===== src/hw/rtl/ba_pkg.sv =====
// shared types, constants and helper functions of the buddy allocator
`default_nettype none
package ba_pkg;

  localparam int LEVELS        = 10;
  localparam int MIN_BLOCK_LOG = 4;
  localparam int TOTAL_LOG     = LEVELS - 1 + MIN_BLOCK_LOG;
  localparam int UNIT_W        = LEVELS - 1;
  localparam int UNITS         = 1 << UNIT_W;
  localparam int LINK_W        = LEVELS;
  localparam int NODE_W        = LEVELS;
  localparam int LVL_W         = $clog2(LEVELS);
  localparam int ADDR_W        = 13;
  localparam int SIZE_W        = 15;
  localparam int CNT_W         = 14;
  localparam int REGION        = 1 << TOTAL_LOG;

  localparam logic [1:0] OP_ALLOC = 2'd0;
  localparam logic [1:0] OP_FREE  = 2'd1;
  localparam logic [1:0] OP_RESET = 2'd2;

  localparam logic [1:0] ST_OK    = 2'd0;
  localparam logic [1:0] ST_ZERO  = 2'd1;
  localparam logic [1:0] ST_NOFIT = 2'd2;

  // link value meaning no neighbor
  localparam logic [LINK_W-1:0] LINK_NONE = {1'b1, {UNIT_W{1'b0}}};

  typedef struct packed {
    logic [1:0]        opcode;
    logic [SIZE_W-1:0] request_size;
    logic [ADDR_W-1:0] free_address;
  } in_item_t;

  typedef struct packed {
    logic [1:0]        status;
    logic [ADDR_W-1:0] block_address;
    logic [CNT_W-1:0]  used_bytes;
    logic [CNT_W-1:0]  peak_bytes;
  } out_item_t;

  typedef enum logic [2:0] {
    K_ALLOC,
    K_FREE,
    K_RESET,
    K_ZERO,
    K_BIG,
    K_NOP
  } kind_t;

  typedef struct packed {
    kind_t             kind;
    logic [LVL_W-1:0]  want;
    logic [UNIT_W-1:0] unit;
  } cmd_t;

  // tree node of the block at a level that starts at a min block
  function automatic logic [NODE_W-1:0] node_of(logic [LVL_W-1:0] lvl,
                                                logic [UNIT_W-1:0] unit);
    logic [NODE_W-1:0] base;
    logic [NODE_W-1:0] off;
    base = (NODE_W'(1) << lvl) - NODE_W'(1);
    off  = NODE_W'(unit >> (UNIT_W - int'(lvl)));
    return base + off;
  endfunction

  // half a block of the parent level, in min blocks
  function automatic logic [UNIT_W-1:0] unit_half(logic [LVL_W-1:0] lvl);
    logic [UNIT_W-1:0] one_v;
    one_v = UNIT_W'(1);
    return one_v << (UNIT_W - int'(lvl));
  endfunction

  function automatic logic aligned(logic [UNIT_W-1:0] unit, logic [LVL_W-1:0] lvl);
    logic [UNIT_W:0] m;
    m = ((UNIT_W+1)'(1) << (UNIT_W - int'(lvl))) - (UNIT_W+1)'(1);
    return ({1'b0, unit} & m) == '0;
  endfunction

  function automatic logic [CNT_W-1:0] level_bytes(logic [LVL_W-1:0] lvl);
    logic [CNT_W-1:0] one_v;
    one_v = CNT_W'(1);
    return one_v << (TOTAL_LOG - int'(lvl));
  endfunction

endpackage
`default_nettype wire


===== src/hw/rtl/ba_front.sv =====
// front end: takes items, classifies them and queues commands
`default_nettype none
module ba_front #(
  parameter int DEPTH = 2
) (
  input  wire logic             clk,
  input  wire logic             rst_n,
  input  wire logic             push,
  output logic                  full,
  input  wire ba_pkg::in_item_t in_item,
  output logic                  cmd_valid,
  input  wire logic             cmd_take,
  output ba_pkg::cmd_t          cmd
);

  localparam int PW = $clog2(DEPTH);
  localparam int CW = $clog2(DEPTH + 1);

  ba_pkg::cmd_t  q_r [DEPTH];
  logic [PW-1:0] wp_r, wp_nxt;
  logic [PW-1:0] rp_r, rp_nxt;
  logic [CW-1:0] cnt_r, cnt_nxt;
  ba_pkg::cmd_t  cls;
  logic          acc, take;

  always_comb begin
    cls.kind = ba_pkg::K_NOP;
    cls.want = '0;
    cls.unit = in_item.free_address[ba_pkg::ADDR_W-1:ba_pkg::MIN_BLOCK_LOG];
    case (in_item.opcode)
      ba_pkg::OP_ALLOC: begin
        if (in_item.request_size == '0) begin
          cls.kind = ba_pkg::K_ZERO;
        end else if (int'(in_item.request_size) > ba_pkg::REGION) begin
          cls.kind = ba_pkg::K_BIG;
        end else begin
          cls.kind = ba_pkg::K_ALLOC;
          // deepest level whose block still holds the request
          for (int l = 0; l < ba_pkg::LEVELS; l++) begin
            if (int'(in_item.request_size) <= (1 << (ba_pkg::TOTAL_LOG - l))) begin
              cls.want = ba_pkg::LVL_W'(l);
            end
          end
        end
      end
      ba_pkg::OP_FREE: begin
        if (in_item.free_address[ba_pkg::MIN_BLOCK_LOG-1:0] == '0) begin
          cls.kind = ba_pkg::K_FREE;
        end
      end
      ba_pkg::OP_RESET: begin
        cls.kind = ba_pkg::K_RESET;
      end
      default: begin
        cls.kind = ba_pkg::K_NOP;
      end
    endcase
  end

  assign full      = (cnt_r == CW'(DEPTH));
  assign cmd_valid = (cnt_r != '0);
  assign cmd       = q_r[rp_r];
  assign acc       = push && !full;
  assign take      = cmd_take && cmd_valid;

  always_comb begin
    wp_nxt  = wp_r;
    rp_nxt  = rp_r;
    cnt_nxt = cnt_r;
    if (acc) begin
      wp_nxt = (wp_r == PW'(DEPTH - 1)) ? '0 : wp_r + PW'(1);
    end
    if (take) begin
      rp_nxt = (rp_r == PW'(DEPTH - 1)) ? '0 : rp_r + PW'(1);
    end
    if (acc && !take) begin
      cnt_nxt = cnt_r + CW'(1);
    end else if (take && !acc) begin
      cnt_nxt = cnt_r - CW'(1);
    end
  end

  always_ff @(posedge clk) begin
    if (!rst_n) begin
      wp_r  <= '0;
      rp_r  <= '0;
      cnt_r <= '0;
    end else begin
      wp_r  <= wp_nxt;
      rp_r  <= rp_nxt;
      cnt_r <= cnt_nxt;
    end
  end

  always_ff @(posedge clk) begin
    if (acc) begin
      q_r[wp_r] <= cls;
    end
  end

endmodule
`default_nettype wire


===== config.mk =====
export PLATFORM = sky130hd
export DESIGN_NAME = ba_front
export DESIGN_NICKNAME = d
export VERILOG_FILES = /design/src/hw/rtl/ba_pkg.sv /design/src/hw/rtl/ba_front.sv
export SDC_FILE = /design/constraint.sdc
export NUM_CORES = 1
export LEC_CHECK = 0
export ABC_CLOCK_PERIOD_IN_PS = 2320
export BUFFER_PORTS_ARGS = -buffer_cell sky130_fd_sc_hd__clkbuf_2
export CAP_MARGIN = 20
export CELL_PAD_IN_SITES_DETAIL_PLACEMENT = 1
export CELL_PAD_IN_SITES_GLOBAL_PLACEMENT = 1
export CORE_ASPECT_RATIO = 0.75
export CORE_UTILIZATION = 40
export CTS_CLUSTER_DIAMETER = 150
export DETAILED_ROUTE_END_ITERATION = 10
export PLACE_DENSITY = 0.79
export SLEW_MARGIN = 20
export SYNTH_ARGS = -nofsm -noshare
export SYNTH_HDL_FRONTEND = slang
export SYNTH_SLANG_ARGS = --single-unit

===== constraint.sdc =====
create_clock -name clk -period 2.32 [get_ports clk]
set_input_delay 0.116 -clock clk [delete_from_list [all_inputs] [get_ports clk]]
set_output_delay 0.116 -clock clk [all_outputs]
set_load 0.005 [all_outputs]

# Yosys cells after proc, flatten, opt, wreduce, memory -nomap -nowiden
# Memories as Yosys holds them, arrays and structs flattened. A register that Yosys moved wholly into a read port is not among the register bits.
# Cells that the tools add are included.
# Widths: inputs -> output; s select.
# word_totals
regBits	4
mem_bits_rw	32
in_bits	34
output_inout_bits	18
wordCells	57
memories	1
# memory_table
name	words	word_bits	read_ports	rd_clocked_by_memory_dff	wr	line_no	source
q_r	2	16	1	1	1	ba_front.sv:19	ba_pkg::cmd_t q_r [DEPTH];
# classes
add_sub_neg	4
n_lt_le_gt_ge	10
eq_ne	3
muxes	24
reduce_logical	12
# op_table
op	count
$mux 4	11
$gt 15x14->1 const B	1
$le 15x10->1 const B	1
$le 15x11->1 const B	1
$le 15x12->1 const B	1
$le 15x13->1 const B	1
$le 15x5->1 const B	1
$le 15x6->1 const B	1
$le 15x7->1 const B	1
$le 15x8->1 const B	1
$le 15x9->1 const B	1
$logic_not 15->1	1
$mux 3	3
$pmux 3 s3	1
$mux 1	7
$eq 2x2->1 const B	2
$logic_and 1x1->1	4
$logic_not 4->1	1
$mux 2	2
$reduce_bool 2->1	2
$logic_not 1->1	3
$add 1x1->1 const B	2
$add 2x1->2 const B	1
$eq 2x1->1 const B	1
2 further kinds	2

# Logic depth before layout (Yosys ltp)
# logic_depth
word_depth	13
mapped_depth	7
mapped_depth_nobuf	7

# Least setup slack after synthesis
# OpenSTA, ideal clock, no wires.
# synth_timing
kind	register to register
start	reg cnt_r[0]
end	mem q_r[0][0] (netlist name), enable pin
setup_time_ns	0.390
arrival_time_ns	1.308
t_required_ns	1.930
path_slack_ns	0.622
path_stages_with_launch	4
n_path_buf	0
synth_period_minus_slack_ns	1.698
cell_sequence	dfxtp_1 -> nand2b_1 -> nand2_1 -> nor2_1
# synth_between
elab_chain_len	5
# synth_lines
item	line_no	source
start: declaration	ba_front.sv:22	logic [CW-1:0] cnt_r, cnt_nxt;
start signal: assignment	ba_front.sv:91	cnt_r <= cnt_nxt;
$eq 2x2->1	ba_front.sv:60	assign full = (cnt_r == CW'(DEPTH));
$logic_not 1->1	ba_front.sv:63	assign acc = push && !full;
$logic_and 1x1->1	ba_front.sv:63	
$mux 1	ba_front.sv:96	if (acc) begin
$mux 1 (not written as such)	ba_front.sv:97	q_r[wp_r] <= cls;
end: declaration	ba_front.sv:19	
# Every way passes these cells.

==> reports/qor.txt <==
DRC Markers - 0
WP data arrival - 1.59 ns
Synth async-reset ratio - 0%
Post-synth top cells - 32 x edfxtp_1, 16 x mux2_2, 9 x nor2_1
Layout Skew - 0.004925 ns
Synth Cell Area - 1738 sq um
slew at the pin closest to its max-slew limit - 0.7094 ns
post-detail-place hpwl - 2908 um
RSZ-0062 raised after global routing - no
hold path cells - 1
Seq/Total Area, Yosys - 61.05%
final max-slew violation count - 0
initial DRC count - 42
Core Util, Final - 52.74%
maximum clock frequency - 585.9 MHz
wire length of the first global-routing pass - 5692 um
die area - 4615 sq um
#FFs+latches synth - 37
Final ANT Viol Nets - 0
initial antenna violation count - 0
clk sinks - 37
ys flop type - edfxtp_1
crit path kind - register to primary output
I/O Buffers - 51
CTS tree - built
H-tree depth - 2
layout cells sized above 1 - 44.39%
DIE WIDTH - 78.11 um
routed vias - 1,230
# setup viols final - 0
maxcap violations - 0
initial core utilization - 42.35%
maximum VDD drop - 473.3 uV
diode count - 0
GP Congestion - 0.8473
root buffer cell - clkbuf_8
hold_buf cts - 0
Hold Path Origin - in_item[9]
hold path endpoint - q_r[0][5]
data required time of the critical path - 2.20 ns
crit path capture type - primary output
Tmin final - 1.707 ns
r2r setup slk - 0.69 ns
reg-to-reg endpoint - cnt_r[1]
type of origin of the critical path - register
max layer used - met4
Layout Cells excl Fill - 242
DR WL met3 - 177 um
final period utilization - 73.57%
vias in the first global route - 1,288
Pwr Density - 890.1 nW/um^2
Syn-to-layout area delta - 24.55%
gr ovfl total - 0
clk_lat worst skew - 0.29 ns
met2 routed WL - 1964 um
Post-synth EDFFs - 32
Synth top area share - 55.29%
Post CTS Setup Buffer Count - 0
synth unique cells - 41
Slew headroom - 52.64%
Post-CTS Resized - 0
crit-path max FO - 16
Cell Rows - 20
Hold Path Class - primary input to register
Worst R2R Path Depth - 6
fillcell total - 462
I/O pin cnt - 52
Pre-antenna DRT Iters - 3
post-route setup TNS - 0 ns
syn avg cell area - 13.47 sq um
clock buffer depth - 2
drt wl/cell - 15.15 um
Num CTS Buffers - 5
GR Util All Layers - 16.76%
Yosys top cell by area - edfxtp_1
Synth Instances - 129
P_leak - 0.8382 nW
height of the die - 59.09 um
reg2reg start - cnt_r[0]
Met1 Wirelength - 1501 um
Post-Route WL - 3667 um
DP Cell Count - 234
Clock transition at path regs - 0.07 ns
Area contributors post-synth - edfxtp_1 55%, mux2_2 10%, dfxtp_1 5.8%
most common cell in the netlist - edfxtp_1
Total Power - 1.927 mW
pin count of the biggest net entering global routing - 17
status - finished, final reports clean
YS warnings - 0
Fin. Hold Viols - 0
vias per cell - 5.083
Final #Nets - 221
Synth Net Count - 164
Core Area - 4104 sq um
[worst max path at each step]
stage                     start  cells past startpoint    endpoint
finish                 register                      2      cmd[9]
global route           register                      2     cmd[12]
CTS                    register                      2      cmd[2]
detailed placement  in_item[27]                      6  q_r[1][11]
global placement    in_item[21]                      6  q_r[0][10]
floorplan              cnt_r[0]                      3   q_r[0][0]
[metrics by stage]
| stage | setup slack (ns) | instance area, sq um | hold WS, ns |
|---|---|---|---|
| after floorplan | 0.6223 | 1738 | 0.2149 |
| after global placement | 0.7072 | 2058 | 0.3063 |
| after detailed placement | 0.5519 | 2058 | 0.3102 |
| after CTS | 0.5696 | 2165 | 0.009329 |
| after global routing | 0.4952 | 2165 | 0.004681 |
| final | 0.6132 | 2165 | 0.01695 |
[worst max-delay path: stages, from the launching register on]
cell and delay [ns]:
dfxtp_1 0.78, mux2_2 0.42, clkbuf_2 0.11
[placed cells by master (no fill, tap or decap), drive strengths merged, types with 3 or more instances in the layout]
cell type / synthesis / final
clkbuf: 2 / 57
edfxtp: 32 / 32
mux2: 16 / 16
nor2: 9 / 9
o21ai: 7 / 7
nand2: 6 / 6
dfxtp: 5 / 5
and2: 4 / 4
nor3: 4 / 4
inv: 3 / 3
or3: 3 / 3
nand3: 3 / 3
a21oi: 3 / 3
nor4: 3 / 3
[sequential cells by signal, indices dropped and copies added, names as in the netlist, named ones only]
| signal | count |
|---|---|
| q_r | 32 |
| wp_r | 1 |
| cnt_r | 2 |
| rp_r | 1 |
[routing by layer]
metal  track usage, %  up-vias
met5                0        -
met4            7.407        0
met3            4.462        5
met2            32.08       27
met1            17.56      592
li1                 -      606
[logic make-up after synthesis]
group	count (synthesis)	synth area share (%)
and+or+nand+nor	45	15.98
DFF	37	61.05
AOI/OAI and AO/OA	20	8.063
muxes	17	10.94
buffers and inverters	6	1.728
xor gates and xnor gates	3	1.512
adders and majority gates	1	0.7198
[power by group]
group	leakage [nW]	total (mW)	internal, mW	switching [mW]
clock network	0.0528	0.531	0.317	0.214
registers	0.343	0.912	0.836	0.0752
logic	0.442	0.484	0.267	0.217
total	0.838	1.93	1.42	0.506
[area by class of cell]
cell class | instances | area [sq um] | area share [%]
clock inverters | 2 | 33.78 | 1.561
inverters | 3 | 11.26 | 0.5202
flip-flops and latches | 37 | 1061 | 49.02
repair buffers | 53 | 270.3 | 12.49
multi-input cells | 86 | 646.9 | 29.88
clock buffers | 6 | 72.57 | 3.353
well taps | 55 | 68.82 | 3.179
No activity file was read; power rests on OpenSTA's default activity.
